File: config.mk
export PLATFORM = sky130hd
export DESIGN_NAME = timed_serial_byte_transmitter_top_flat
export DESIGN_NICKNAME = d
export VERILOG_FILES = /design/src/tstx_pkg.sv /design/src/tstx_if.sv /design/src/tstx_in_stage.sv /design/src/tstx_core.sv /design/src/tstx_out_stage.sv /design/src/timed_serial_byte_transmitter_top.sv /design/src/flat_wrapper.sv
export SDC_FILE = /design/constraint.sdc
export NUM_CORES = 1
export LEC_CHECK = 0
export BUFFER_PORTS_ARGS = -buffer_cell sky130_fd_sc_hd__buf_2
export CORE_ASPECT_RATIO = 0.75
export CORE_MARGIN = 2
export CORE_UTILIZATION = 41
export CTS_CLUSTER_DIAMETER = 150
export DETAILED_ROUTE_END_ITERATION = 10
export GPL_ROUTABILITY_DRIVEN = 0
export MAX_ROUTING_LAYER = met4
export PLACE_DENSITY_LB_ADDON = 0.1
export SETUP_SLACK_MARGIN = 0.1
export SLEW_MARGIN = 15
export SYNTH_ARGS = -nofsm -noshare
export SYNTH_HDL_FRONTEND = slang
export SYNTH_SLANG_ARGS = --single-unit
File: constraint.sdc
create_clock -name clock -period 5.36 [get_ports clock]
set_input_delay 0.268 -clock clock [delete_from_list [all_inputs] [get_ports clock]]
set_output_delay 0.268 -clock clock [all_outputs]
set_load 0.02 [all_outputs]
File: src/tstx_pkg.sv
// ----------------------------------------------------------------------------
// Timed serial byte transmitter package
// Shared types and constants for the 8N1 style transmit line.
// ----------------------------------------------------------------------------
package tstx_pkg;

   localparam int unsigned DATA_BITS = 8;

   localparam logic [7:0] BIT_TIME_RESET = 8'd104;
   localparam logic [3:0] PHASE_GUARD    = 4'd0;
   localparam logic [3:0] PHASE_START    = 4'd1;
   localparam logic [3:0] PHASE_LAST_DATA = 4'(DATA_BITS + 1);
   localparam logic [3:0] PHASE_STOP     = 4'(DATA_BITS + 2);

   typedef enum logic [1:0] {
      OP_TICK  = 2'd0,
      OP_SEND  = 2'd1,
      OP_IDLE  = 2'd2,
      OP_CLOSE = 2'd3
   } op_type;

   typedef enum logic [1:0] {
      SEQ_NONE  = 2'd0,
      SEQ_SEND  = 2'd1,
      SEQ_IDLE  = 2'd2,
      SEQ_CLOSE = 2'd3
   } seq_type;

   typedef struct packed {
      logic [1:0] operation;
      logic [7:0] data_byte;
      logic       burst_start;
   } item_type;

   typedef struct packed {
      logic tx_line;
      logic busy_res;
      logic accepted;
   } result_type;

endpackage

File: src/tstx_if.sv
// ----------------------------------------------------------------------------
// Timed serial byte transmitter channels
// Valid/ready channels for command transfers and result transfers.
// ----------------------------------------------------------------------------
interface tstx_req_if;
   logic       valid;
   logic       ready;
   logic [1:0] operation;
   logic [7:0] data_byte;
   logic       burst_start;

   modport source (output valid, output operation, output data_byte,
                   output burst_start, input ready);
   modport sink (input valid, input operation, input data_byte,
                 input burst_start, output ready);
endinterface

interface tstx_rsp_if;
   logic valid;
   logic ready;
   logic tx_line;
   logic busy_res;
   logic accepted;

   modport source (output valid, output tx_line, output busy_res,
                   output accepted, input ready);
   modport sink (input valid, input tx_line, input busy_res,
                 input accepted, output ready);
endinterface

File: src/tstx_in_stage.sv
// ----------------------------------------------------------------------------
// Input stage
// Registers one command transfer and hands it to the core when the
// result side can take it.
// ----------------------------------------------------------------------------
module tstx_in_stage (
   input  logic              clock,
   input  logic              reset,
   tstx_req_if.sink          req,
   input  logic              advance,
   output logic              fire,
   output tstx_pkg::item_type item
);

   logic               valid_ff;
   logic               valid_in;
   tstx_pkg::item_type item_ff;
   logic               take;

   assign req.ready = !valid_ff || advance;
   assign take      = req.valid && req.ready;
   assign fire      = valid_ff && advance;
   assign item      = item_ff;

   always_comb begin
      valid_in = valid_ff;
      if (take) begin
         valid_in = 1'b1;
      end else if (fire) begin
         valid_in = 1'b0;
      end
   end

   always_ff @(posedge clock) begin
      if (reset) begin
         valid_ff <= 1'b0;
      end else begin
         valid_ff <= valid_in;
      end
   end

   always_ff @(posedge clock) begin
      if (take) begin
         item_ff.operation   <= req.operation;
         item_ff.data_byte   <= req.data_byte;
         item_ff.burst_start <= req.burst_start;
      end
   end

endmodule

File: src/tstx_core.sv
// ----------------------------------------------------------------------------
// Transmit core
// Holds line state, bit timing and the bit time register; updates the line
// state and bit timing once per item and forms the item's result.
// ----------------------------------------------------------------------------
module tstx_core (
   input  logic                clock,
   input  logic                reset,
   input  logic                csr_wr_en,
   input  logic [7:0]          csr_wr_data,
   input  logic                fire,
   input  tstx_pkg::item_type  item,
   output tstx_pkg::result_type result
);

   logic [7:0]        bit_time_ff;
   logic              line_ff;
   logic              line_in;
   logic [3:0]        phase_ff;
   logic [3:0]        phase_in;
   logic [3:0]        phase_next;
   logic [7:0]        tick_ff;
   logic [7:0]        tick_in;
   logic [7:0]        tick_sat;
   logic [7:0]        shift_ff;
   logic [7:0]        shift_in;
   tstx_pkg::seq_type seq_ff;
   tstx_pkg::seq_type seq_in;
   tstx_pkg::op_type  op;
   logic [7:0]        bit_time;
   logic              taken;

   assign op         = tstx_pkg::op_type'(item.operation);
   assign bit_time   = (bit_time_ff == 8'd0) ? 8'd1 : bit_time_ff;
   assign tick_sat   = (tick_ff == 8'hFF) ? tick_ff : tick_ff + 8'd1;
   assign phase_next = phase_ff + 4'd1;

   always_comb begin
      line_in  = line_ff;
      phase_in = phase_ff;
      tick_in  = tick_ff;
      shift_in = shift_ff;
      seq_in   = seq_ff;
      taken    = 1'b0;
      if (op == tstx_pkg::OP_TICK) begin
         if (seq_ff != tstx_pkg::SEQ_NONE) begin
            tick_in = tick_sat;
            if (tick_sat >= bit_time) begin
               // end of this level: advance to the next bit, or end the sequence
               tick_in = 8'd0;
               if (seq_ff != tstx_pkg::SEQ_SEND) begin
                  seq_in = tstx_pkg::SEQ_NONE;
               end else if (phase_ff >= tstx_pkg::PHASE_STOP) begin
                  seq_in   = tstx_pkg::SEQ_NONE;
                  phase_in = tstx_pkg::PHASE_GUARD;
                  line_in  = 1'b1;
               end else begin
                  phase_in = phase_next;
                  if (phase_next == tstx_pkg::PHASE_START) begin
                     line_in = 1'b0;
                  end else if (phase_next <= tstx_pkg::PHASE_LAST_DATA) begin
                     line_in  = shift_ff[0];
                     shift_in = {1'b0, shift_ff[7:1]};
                  end else begin
                     line_in = 1'b1;
                  end
               end
            end
         end
      end else if (seq_ff == tstx_pkg::SEQ_NONE) begin
         taken   = 1'b1;
         tick_in = 8'd0;
         case (op)
            tstx_pkg::OP_SEND: begin
               seq_in   = tstx_pkg::SEQ_SEND;
               shift_in = item.data_byte;
               if (item.burst_start) begin
                  phase_in = tstx_pkg::PHASE_GUARD;
                  line_in  = 1'b1;
               end else begin
                  phase_in = tstx_pkg::PHASE_START;
                  line_in  = 1'b0;
               end
            end
            tstx_pkg::OP_IDLE: begin
               seq_in   = tstx_pkg::SEQ_IDLE;
               phase_in = tstx_pkg::PHASE_GUARD;
               line_in  = 1'b1;
            end
            tstx_pkg::OP_CLOSE: begin
               seq_in   = tstx_pkg::SEQ_CLOSE;
               phase_in = tstx_pkg::PHASE_GUARD;
               line_in  = 1'b0;
            end
            default: begin
               taken = 1'b0;
            end
         endcase
      end
   end

   assign result.tx_line  = line_in;
   assign result.busy_res = (seq_in != tstx_pkg::SEQ_NONE);
   assign result.accepted = taken;

   always_ff @(posedge clock) begin
      if (reset) begin
         bit_time_ff <= tstx_pkg::BIT_TIME_RESET;
         line_ff     <= 1'b1;
         phase_ff    <= tstx_pkg::PHASE_GUARD;
         tick_ff     <= 8'd0;
         shift_ff    <= 8'd0;
         seq_ff      <= tstx_pkg::SEQ_NONE;
      end else begin
         if (csr_wr_en) begin
            bit_time_ff <= csr_wr_data;
         end
         if (fire) begin
            line_ff  <= line_in;
            phase_ff <= phase_in;
            tick_ff  <= tick_in;
            shift_ff <= shift_in;
            seq_ff   <= seq_in;
         end
      end
   end

`ifndef NO_ASSERTIONS
   a_accept_starts: assert property (@(posedge clock) disable iff (reset)
      fire && taken |=> seq_ff != tstx_pkg::SEQ_NONE)
      else $error("accepted command did not start a sequence");

   a_busy_rejects: assert property (@(posedge clock) disable iff (reset)
      fire && (op != tstx_pkg::OP_TICK) && (seq_ff != tstx_pkg::SEQ_NONE)
      |=> $stable(phase_ff) && $stable(tick_ff) && $stable(line_ff))
      else $error("rejected command changed line state");

   a_idle_tick_clear: assert property (@(posedge clock) disable iff (reset)
      seq_ff == tstx_pkg::SEQ_NONE |-> tick_ff == 8'd0)
      else $error("tick count left over while idle");

   a_phase_send_only: assert property (@(posedge clock) disable iff (reset)
      seq_ff != tstx_pkg::SEQ_SEND |-> phase_ff == tstx_pkg::PHASE_GUARD)
      else $error("bit phase moved outside a send");
`endif

endmodule

File: src/tstx_out_stage.sv
// ----------------------------------------------------------------------------
// Output stage
// Result register; holds a result until its transfer completes.
// ----------------------------------------------------------------------------
module tstx_out_stage (
   input  logic                 clock,
   input  logic                 reset,
   input  logic                 fire,
   input  tstx_pkg::result_type result,
   output logic                 advance,
   tstx_rsp_if.source           rsp
);

   logic                 valid_ff;
   logic                 valid_in;
   tstx_pkg::result_type result_ff;

   assign advance      = !valid_ff || rsp.ready;
   assign rsp.valid    = valid_ff;
   assign rsp.tx_line  = result_ff.tx_line;
   assign rsp.busy_res = result_ff.busy_res;
   assign rsp.accepted = result_ff.accepted;

   always_comb begin
      valid_in = valid_ff;
      if (fire) begin
         valid_in = 1'b1;
      end else if (rsp.ready) begin
         valid_in = 1'b0;
      end
   end

   always_ff @(posedge clock) begin
      if (reset) begin
         valid_ff <= 1'b0;
      end else begin
         valid_ff <= valid_in;
      end
   end

   always_ff @(posedge clock) begin
      if (fire) begin
         result_ff <= result;
      end
   end

endmodule

File: src/timed_serial_byte_transmitter_top.sv
// A command is registered in the input stage, then its result in the output stage.
// Throughput: one item per cycle; the input and result registers decouple
// the two channels, and a stalled result holds the stage behind it.
// Reset: synchronous, active high; line idles high, no sequence running,
// bit time returns to 104 ticks.
// ----------------------------------------------------------------------------
// Timed serial byte transmitter
// Transmit-only 8N1 serial line timed by tick items.
// ----------------------------------------------------------------------------
module timed_serial_byte_transmitter_top (
   input  logic       clock,
   input  logic       reset,
   tstx_req_if.sink   req,
   tstx_rsp_if.source rsp,
   input  logic       csr_wr_en,
   input  logic [7:0] csr_wr_data
);

   logic                 fire;
   logic                 advance;
   tstx_pkg::item_type   item;
   tstx_pkg::result_type result;

   tstx_in_stage u_in_stage (
      .clock   (clock),
      .reset   (reset),
      .req     (req),
      .advance (advance),
      .fire    (fire),
      .item    (item)
   );

   tstx_core u_core (
      .clock       (clock),
      .reset       (reset),
      .csr_wr_en   (csr_wr_en),
      .csr_wr_data (csr_wr_data),
      .fire        (fire),
      .item        (item),
      .result      (result)
   );

   tstx_out_stage u_out_stage (
      .clock   (clock),
      .reset   (reset),
      .fire    (fire),
      .result  (result),
      .advance (advance),
      .rsp     (rsp)
   );

endmodule
File: src/flat_wrapper.sv
// flat-port wrapper written by rule: the top's interface ports become plain ports
module timed_serial_byte_transmitter_top_flat 
  (clock, reset, csr_wr_en, csr_wr_data, req_valid, req_operation, req_data_byte, req_burst_start, req_ready, rsp_valid, rsp_tx_line, rsp_busy_res, rsp_accepted, rsp_ready);
  tstx_req_if req_i ();
  tstx_rsp_if rsp_i ();
  input  logic clock;
  input  logic reset;
  input  logic csr_wr_en;
  input  logic [7:0] csr_wr_data;
  input wire logic [$bits(req_i.valid)-1:0] req_valid;
  input wire logic [$bits(req_i.operation)-1:0] req_operation;
  input wire logic [$bits(req_i.data_byte)-1:0] req_data_byte;
  input wire logic [$bits(req_i.burst_start)-1:0] req_burst_start;
  output wire logic [$bits(req_i.ready)-1:0] req_ready;
  output wire logic [$bits(rsp_i.valid)-1:0] rsp_valid;
  output wire logic [$bits(rsp_i.tx_line)-1:0] rsp_tx_line;
  output wire logic [$bits(rsp_i.busy_res)-1:0] rsp_busy_res;
  output wire logic [$bits(rsp_i.accepted)-1:0] rsp_accepted;
  input wire logic [$bits(rsp_i.ready)-1:0] rsp_ready;
  assign req_i.valid = req_valid;
  assign req_i.operation = req_operation;
  assign req_i.data_byte = req_data_byte;
  assign req_i.burst_start = req_burst_start;
  assign req_ready = req_i.ready;
  assign rsp_valid = rsp_i.valid;
  assign rsp_tx_line = rsp_i.tx_line;
  assign rsp_busy_res = rsp_i.busy_res;
  assign rsp_accepted = rsp_i.accepted;
  assign rsp_i.ready = rsp_ready;
  timed_serial_byte_transmitter_top u_core (.clock(clock), .reset(reset), .req(req_i), .rsp(rsp_i), .csr_wr_en(csr_wr_en), .csr_wr_data(csr_wr_data));
endmodule
==> results.cfg, run 1 <==
[status]
status = completed

[critical_path]
cp.required_ns = 5.57
worstPathCellList = nor2_1, inv_1, ha_1, nor4_4, o2111ai_2, o31ai_4, nor2_1, a311oi_2
cp_slowest_cell = nor2_1
worst-setup-path-type = reg -> reg
worstPathArrival_ns = 3.74
critPathTopFamily = compound AO/OA/AOI/OAI gates
crit_fanout = 15
end_kind = flop
r2r_slack_ns = 1.83
critical_path_buf_inv_count = 1
slowest_delay_ns = 0.60
start_kind = flop
crit_top_cell = nor2_1

[die]
die_w_um = 92.92
die_h_um = 70.69
start_util_pct = 42.17
die_area_sq_mm = 0.006568
coreArea_sq_mm = 0.005766
num_io_pins = 29
num_rows = 24

[sta]
finalHoldViolations = 0
rsz0062_at_grt = no
slew_headroom_pct = 53.67
final.setup.tns_ns = 0
fmax_mhz = 283.3
worstMarginPinSlew_ns = 0.6924
finalMaxSlewViolations = 0
setup_viol = 0
period_needed_ns = 3.529
fin_crit_sh_pct = 65.85
finClkSkew_ns = 0.004271

[clocking]
postCtsSetupBuffers = 0
htreeDepth = 2
clock-sinks = 47
insertion_delay_ns = 0.29
clockBufferDepth = 2
hold_buffers = 0
cts_root_buf = clkbuf_8
ctsResizeCount = 0
clkTransAtPathRegs_ns = 0.08
numCtsBuffers = 5
cts_tree = done

[routing]
via_per_inst = 5.242
drt_iter0_drc = 180
num_vias = 1882
drc_errors = 0
first_pass_iters = 4
wirelength_mm = 4.830
wl_per_cell_um = 13.45
drtAntennaViolNets = 0

[synthesis]
synth_edf_count = 14
ys_seq_area_share_pct = 44.47
synth_area_sq_mm = 0.002431
synth_nets = 292
async_flop_share_pct = 0
yosys_warnings = 0
synth_area_per_cell_sq_um = 9.571
yosysUniqueCellTypes = 49
ys.flop_type = dfxtp_1
postSynthCellCount = 254
ys_ff_latch = 47

[placement]
hpwl_mm = 3.621
io_buffer_count = 28

[power_and_ir_drop]
p_seq_share_pct = 55.0
switching_share_pct = 23.34
pwr-share-clk_pct = 35.1
p_switching_mw = 0.1659
peakVddDrop_v = 0.0001360
power_frac_comb_pct = 9.9
leakage_nw = 1.093
power.density_mw_per_mm2 = 260.1
internal_power_mw = 0.5448
fin_total_pwr_mw = 0.7107

[min_path]
hold_class = in -> reg

[layout]
utilization_pct = 47.40
area_delta_synth_final_pct = 12.40
antenna-diode-count = 0
nets = 318
drive_gt1_share_pct = 18.15

[global_routing]
grt_pass1_vias = 1702
antenna_found_initial = 0
met2_usage_pct = 20.45
busiest_layer = met1
grtUsageMet1_pct = 26.59
grt.overflow.total = 0
grt_pass1_wl_mm = 8.390
grt_util_all_layers_pct = 16.48
grt_use_met3_pct = 3.514
grt_max_degree = 32

[flow_run]
maxCapViolations = 0
## area by class of cell
class                           count  area [sq um]
Multi-Input combinational cell    182          1246
Timing Repair Buffer               28         140.1
Inverter                           16         60.06
Fill cell                         573          3033
Tap cell                           78         97.59
Sequential cell                    47          1081
Clock inverter                      3         38.79
Clock buffer                        5         68.82
## logic make-up after synthesis
logic type      synth area share [%]
simple gates                   20.79
fa+ha+maj                      7.205
buf+inv                        4.271
mux                            4.684
xor+xnor                       2.162
compound gates                 16.42
flops                          44.47
## synthesized netlist by cell type (all sizes together) (5+ instances only)
master / instances / area (sq um)
edfxtp: 14 / 420.4
a311oi: 7 / 80.07
nand3: 6 / 30.03
nor2: 43 / 166.4
mux2i: 8 / 80.08
dfxtp: 33 / 660.6
ha: 14 / 175.2
a21oi: 9 / 45.04
o21ai: 7 / 35.03
nand2: 28 / 105.1
a22oi: 8 / 60.06
clkbuf: 5 / 18.77
inv: 16 / 60.05
## layer usage
layer	wire length [um]	vias to the layer above
met4	43	0
met5	0	-
met3	237	5
met2	1825	49
li1	-	955
met1	2723	873
## worst register-to-register path: cells and delay by family (launching register included)
kind            cells  cell delay [ns]
compound gates      3             1.02
simple gates        3             1.00
flops               1             0.53
buf+inv             1             0.45
fa+ha+maj           1             0.45
## placed cells by master, fill, tap and decap left out, types with 3 or more instances in the layout
| cell | instances |
|---|---|
| inv_1 | 15 |
| a21oi_1 | 9 |
| clkbuf_8 | 5 |
| a22oi_1 | 8 |
| a311oi_1 | 4 |
| nand3_1 | 6 |
| xnor2_1 | 3 |
| nand4_1 | 3 |
| mux2_2 | 3 |
| buf_2 | 28 |
| nor2_1 | 41 |
| xor2_1 | 3 |
| a311oi_2 | 3 |
| dfxtp_1 | 33 |
| o211ai_1 | 4 |
| o21ai_0 | 6 |
| edfxtp_1 | 14 |
| and2_1 | 4 |
| nand2_1 | 28 |
| mux2i_1 | 8 |
| nor2b_1 | 3 |
| or3_1 | 3 |
| ha_1 | 14 |
## sequential cells by signal (all words and copies together) (netlist names)
signal / cells
u_core.u_core.seq_ff: 2
u_core.u_in_stage.valid_ff: 1
u_core.u_core.bit_time_ff: 8
u_core.u_in_stage.item: 11
u_core.u_out_stage.rsp.valid: 1
u_core.u_core.tick_ff: 8
u_core.u_out_stage.rsp.busy_res: 1
u_core.u_core.phase_ff: 4
u_core.u_out_stage.rsp.tx_line: 1
u_core.u_core.line_ff: 1
u_core.u_core.shift_ff: 8
u_core.u_out_stage.rsp.accepted: 1
## power groups by stage
stage | clock [mW] | sequential (mW) | combinational (mW)
floorplan | 0 | 0.398 | 0.0487
global placement | 0 | 0.399 | 0.0701
detailed placement | 0 | 0.399 | 0.0704
CTS | 0.259 | 0.391 | 0.0708
global route | 0.269 | 0.393 | 0.0802
finish | 0.250 | 0.391 | 0.0702
## metrics by stage
step | hold WS [ns] | setup slack (ns) | instance area, sq um | std cells
6_report | 0.1443 | 1.831 | 2733 | 359
5_1_grt | 0.1262 | 1.370 | 2733 | 359
3_3_place_gp | 0.4450 | 1.880 | 2625 | 351
4_1_cts | 0.1346 | 1.735 | 2733 | 359
3_5_place_dp | 0.4461 | 1.753 | 2625 | 351
2_1_floorplan | 0.3669 | 2.637 | 2431 | 254
## final timing paths
path,startpoint,end,cells after the start
setup / recovery,u_core.u_in_stage.item[9],u_core.u_core.shift_ff[3],8
hold reg to reg,u_core.u_core.shift_ff[6],u_core.u_core.shift_ff[5],2
setup reg to reg,u_core.u_in_stage.item[9],u_core.u_core.shift_ff[3],8
hold / removal,req_data_byte[7],u_core.u_in_stage.item[8],1
(Power assumes the default switching activity.)
==> run 2, diff against run 1 <==
==> constraint.sdc (replaced) <==
create_clock -name clock -period 3 [get_ports clock]
set_input_delay 0.15 -clock clock [delete_from_list [all_inputs] [get_ports clock]]
set_output_delay 0.15 -clock clock [all_outputs]
set_load 0.02 [all_outputs]
==> run 2 against run 1 <==
Combinational power is 100% higher. Setup slack worse by 1.6 ns. Total power is 85% higher. Hold slack worse by 0.13 ns. Global-route usage is 0.38 points higher. Critical path depth is 4 higher. Sequential power is 77% higher. Non-clock buffer count is 13 higher. Critical endpoint is now u_core.u_core.shift_ff[7]. Highest routed layer unchanged.
==> results.cfg, run 2 (synthesis results as in run 1) <==
[status]
status = completed

[power_and_ir_drop]
fin_total_pwr_mw = 1.312
peakVddDrop_v = 0.0002262
leakage_nw = 1.160
power.density_mw_per_mm2 = 443.8

[clocking]
clkTransAtPathRegs_ns = 0.09
cts_tree = done
insertion_delay_ns = 0.31
clock-sinks = 47
numCtsBuffers = 5
clockBufferDepth = 2
htreeDepth = 2
cts_root_buf = clkbuf_8

[layout]
antenna-diode-count = 0
layout_commonest_cell = nor2_1
area_delta_synth_final_pct = 21.56
largest_reg_flops = 11
final_cell_mix = nor2_1 (39), nand2_1 (28), buf_2 (28)
drive_gt1_share_pct = 28.91
final_area_sq_mm = 0.002955
stdcell_count = 372
nets = 331

[sta]
period_needed_ns = 2.731
finClkSkew_ns = 0.008245
setup_viol = 0
rsz0062_at_grt = no
fmax_mhz = 366.1
slew_headroom_pct = 56.43
finalHoldViolations = 0
fin_crit_sh_pct = 91.04
finalMaxSlewViolations = 0
final.setup.tns_ns = 0
worstMarginPinSlew_ns = 0.6535

[critical_path]
worstPathArrival_ns = 2.94
worst-setup-path-type = reg -> reg
cp.required_ns = 3.21
crit_fanout = 15
start_kind = flop
rr_worst_depth = 12
r2r_slack_ns = 0.27
end_kind = flop

[die]
coreArea_sq_mm = 0.005766
die_area_sq_mm = 0.006568
die_h_um = 70.69
die_w_um = 92.92
num_rows = 24
start_util_pct = 42.17
num_io_pins = 29

[routing]
drtAntennaViolNets = 0
drt_iter0_drc = 97
wirelength_mm = 5.064
wl_per_cell_um = 13.61
num_vias = 1904
route.met2.wl_mm = 2.000
met3_length_um = 205
dr.max_layer_used = met4
via_per_inst = 5.118
drc_errors = 0
first_pass_iters = 4
wl_met1_mm = 2.783

[min_path]
holdPathStages = 1
hold_class = in -> reg

[global_routing]
antenna_found_initial = 0
grt_util_all_layers_pct = 16.87
grt.overflow.total = 0
grt_pass1_wl_mm = 8.542
grt_max_degree = 32
grt_pass1_vias = 1810

[placement]
placed_area_sq_mm = 0.002698
io_buffer_count = 28
hpwl_mm = 3.601
dp_cells = 359

[flow_run]
maxCapViolations = 0
## run 2: final timing paths
| check | from | end |
|---|---|---|
| hold / removal | req_operation[0] | u_core.u_in_stage.item[9] |
| hold reg to reg | u_core.u_core.shift_ff[1] | u_core.u_core.shift_ff[0] |
| setup reg to reg | u_core.u_core.tick_ff[4] | u_core.u_core.shift_ff[7] |
| setup / recovery | u_core.u_core.tick_ff[4] | u_core.u_core.shift_ff[7] |
## run 2: timing repair
item	in CTS	in global routing
gates cloned	0	0
setup endpoints to repair	10	24
gates resized for setup	2	27
pin swaps	2	10
endpoints found under the hold margin	0	1
hold buffers	0	1
setup buffers	1	3
## run 2: final cells by class
type                    count  area [sq um]
clock buffers               5         68.82
clock inverters             3         46.29
fillers                   561          2810
inverters                  16         60.06
multi-input cells         182          1323
flip-flops and latches     47          1100
well taps                  78         97.59
repair buffers             41         260.3
## run 2: critical path: stages (launching register included)
cell,delay [ns]
dfxtp_4,0.35
and3_4,0.18
and3_1,0.19
nand3_1,0.09
mux2_2,0.36
ha_1,0.29
nand4_1,0.09
nor2_2,0.21
a211oi_4,0.12
o31ai_4,0.30
buf_12,0.18
nor3b_1,0.05
a41o_1,0.22
## run 2: power breakdown
part           total [mW]  leakage (nW)  switching [mW]  internal [mW]
Sequential          0.692         0.408          0.0136          0.678
Combinational       0.143         0.697          0.0846         0.0588
Clock               0.477        0.0548           0.225          0.251
## run 2: stage by stage
step                setup WS [ns]  util (%)  hold slack, ns
finish                     0.2688     51.26        0.009617
global route              0.09919     51.26        0.001689
CTS                        0.1160     48.98        0.003835
detailed placement        0.04612     46.79          0.3287
global placement           0.1245     46.79          0.3270
floorplan                  0.2774         -          0.2489
## run 2: layer usage
| layer | vias to the layer above | track usage, % |
|---|---|---|
| met5 | - | - |
| met4 | 0 | 5.882 |
| met3 | 7 | 3.195 |
| met2 | 48 | 23.11 |
| met1 | 869 | 24.83 |
| li1 | 980 | - |
==> run 3, diff against run 2 <==
==> constraint.sdc (replaced) <==
create_clock -name clock -period 3.4 [get_ports clock]
set_input_delay 0.17 -clock clock [delete_from_list [all_inputs] [get_ports clock]]
set_output_delay 0.17 -clock clock [all_outputs]
set_load 0.02 [all_outputs]
==> run 3 against run 2 <==
Critical path type unchanged. Register-to-register slack better by 0.11 ns. Via count down 3.6%. Flip-flop and latch count unchanged. Clock-buffer cell count unchanged. First-iteration DRC count up 34%. Global-route usage down 1.2 points. Routed wire length down 6.0%. Highest routed layer unchanged. Hold slack better by 0.025 ns. Setup slack better by 0.11 ns. Non-clock buffer count down 9. Combinational power down 22%.
==> results.cfg, run 3 (synthesis results as in run 1) <==
[layout]
area_delta_synth_final_pct = 13.84
nets = 322
stdcell_count = 363
fillerInstances = 554
layout_commonest_cell = nor2_1
drive_gt1_share_pct = 19.65
final_area_sq_mm = 0.002768
largest_reg_flops = 11
utilization_pct = 48.00
final_cell_mix = nor2_1 (41), dfxtp_1 (33), nand2_1 (28), buf_2 (28), inv_1 (15)
antenna-diode-count = 0

[placement]
dp_slack_ns = 0.3135
hpwl_mm = 3.451
io_buffer_count = 28
placed_area_sq_mm = 0.002648
dp_cells = 354

[critical_path]
cp_slowest_cell = dfxtp_1
worstPathCellList = ha_1, nand4_1, mux2_2, ha_1, a211oi_1, o21ai_1, a211oi_4, nor4b_4, buf_4, a22oi_1, nor2_1
crit_top_cell = ha_1
worstPathArrival_ns = 3.26
end_kind = flop
critical_path_buf_inv_count = 1
cp-startpoint = u_core.u_core.tick_ff[0]
r2r-start = u_core.u_core.tick_ff[0]
cp.required_ns = 3.63
crit-reg2reg-capture = u_core.u_core.tick_ff[4]
critPathTopFamily = compound AO/OA/AOI/OAI gates
r2r_slack_ns = 0.38
slowest_delay_ns = 0.41
start_kind = flop
rr_worst_depth = 11
worst-setup-path-type = reg -> reg
crit_fanout = 7

[routing]
via_per_inst = 5.055
first_pass_iters = 4
met3_length_um = 211
wl_per_cell_um = 13.11
num_vias = 1835
dr.max_layer_used = met4
drt_iter0_drc = 130
drtAntennaViolNets = 0
route.met2.wl_mm = 1.871
drc_errors = 0
wirelength_mm = 4.759
wl_met1_mm = 2.619

[sta]
slew_headroom_pct = 55.38
setup_viol = 0
finalMaxSlewViolations = 0
finalHoldViolations = 0
holdWs_ns = 0.03469
fin_ws_ns = 0.3775
period_needed_ns = 3.022
fmax_mhz = 330.9
fin_crit_sh_pct = 88.90
worstMarginPinSlew_ns = 0.6693
finClkSkew_ns = 0.006254
final.setup.tns_ns = 0
rsz0062_at_grt = no

[power_and_ir_drop]
internal_power_mw = 0.8647
power_frac_comb_pct = 9.9
peakVddDrop_v = 0.0002860
leakage_nw = 1.116
switching_share_pct = 24.02
power.density_mw_per_mm2 = 411.2
fin_total_pwr_mw = 1.138
p_switching_mw = 0.2734
p_seq_share_pct = 54.1
pwr-share-clk_pct = 36.0

[die]
die_area_sq_mm = 0.006568
coreArea_sq_mm = 0.005766
num_rows = 24
die_h_um = 70.69
num_io_pins = 29
start_util_pct = 42.17
die_w_um = 92.92

[global_routing]
grt_pass1_vias = 1640
antenna_found_initial = 0
grt_util_all_layers_pct = 15.66
grt.overflow.total = 0
grt_max_degree = 32
grt_pass1_wl_mm = 7.845

[min_path]
holdPathStages = 1
hold_end = u_core.u_in_stage.item[8]
hold_class = in -> reg
hold_start = req_data_byte[7]

[flow_run]
maxCapViolations = 0

[clocking]
clock-sinks = 47
insertion_delay_ns = 0.30
cts_root_buf = clkbuf_8
htreeDepth = 2
hold_buffers = 0
clkTransAtPathRegs_ns = 0.09
clockBufferDepth = 2
numCtsBuffers = 5
cts_tree = done

[status]
status = completed
-- run 3: cell count changes in the layout (fill, tap and decap cells not counted), moves of 3 or more --
cell     previous run  this run
buf_4               9         4
dfxtp_1            26        33
dfxtp_4             4         0
dfxtp_2             3         0
ha_1               10        14
-- run 3: layout make-up --
cell class	instances	area [sq um]	share of cell area, %
multi-input cells	182	1246	45.03
flip-flops and latches	47	1081	39.06
repair buffers	32	170.2	6.148
well taps	78	97.59	3.526
clock buffers	5	68.82	2.486
inverters	16	60.06	2.170
clock inverters	3	43.79	1.582
-- run 3: worst reg2reg max path, stage by stage (launching register included) --
cell      delay, ns
dfxtp_1        0.41
ha_1           0.26
nand4_1        0.27
mux2_2         0.37
ha_1           0.20
a211oi_1       0.21
o21ai_1        0.17
a211oi_4       0.41
nor4b_4        0.28
buf_4          0.20
a22oi_1        0.07
nor2_1         0.10
-- run 3: timing repair --
item                       in CTS  in global routing
buffers inserted                0                  1
gates resized for setup         0                  0
setup endpoints to repair       0                  8
-- run 3: power by group through the flow --
stage               combinational, mW  clock, mW  sequential, mW
floorplan                      0.0768          0           0.627
global placement                0.113          0           0.629
detailed placement              0.113          0           0.629
CTS                             0.113      0.423           0.616
global route                    0.126      0.441           0.619
finish                          0.112      0.410           0.616
-- run 3: how the worst max path moves through the flow --
stage	to	slack [ns]	cells past startpoint
6_report	u_core.u_core.tick_ff[4]	0.38	11
5_1_grt	u_core.u_core.tick_ff[2]	0.17	11
4_1_cts	u_core.u_core.tick_ff[4]	0.29	10
3_5_place_dp	u_core.u_core.tick_ff[4]	0.31	10
3_3_place_gp	u_core.u_core.tick_ff[1]	0.37	10
2_1_floorplan	u_core.u_core.shift_ff[1]	0.68	11
-- run 3: layer usage --
| layer | up-vias | track usage [%] |
|---|---|---|
| li1 | 964 | - |
| met1 | 823 | 22.33 |
| met2 | 40 | 22.38 |
| met3 | 8 | 3.301 |
| met4 | 0 | 4.902 |
| met5 | - | - |
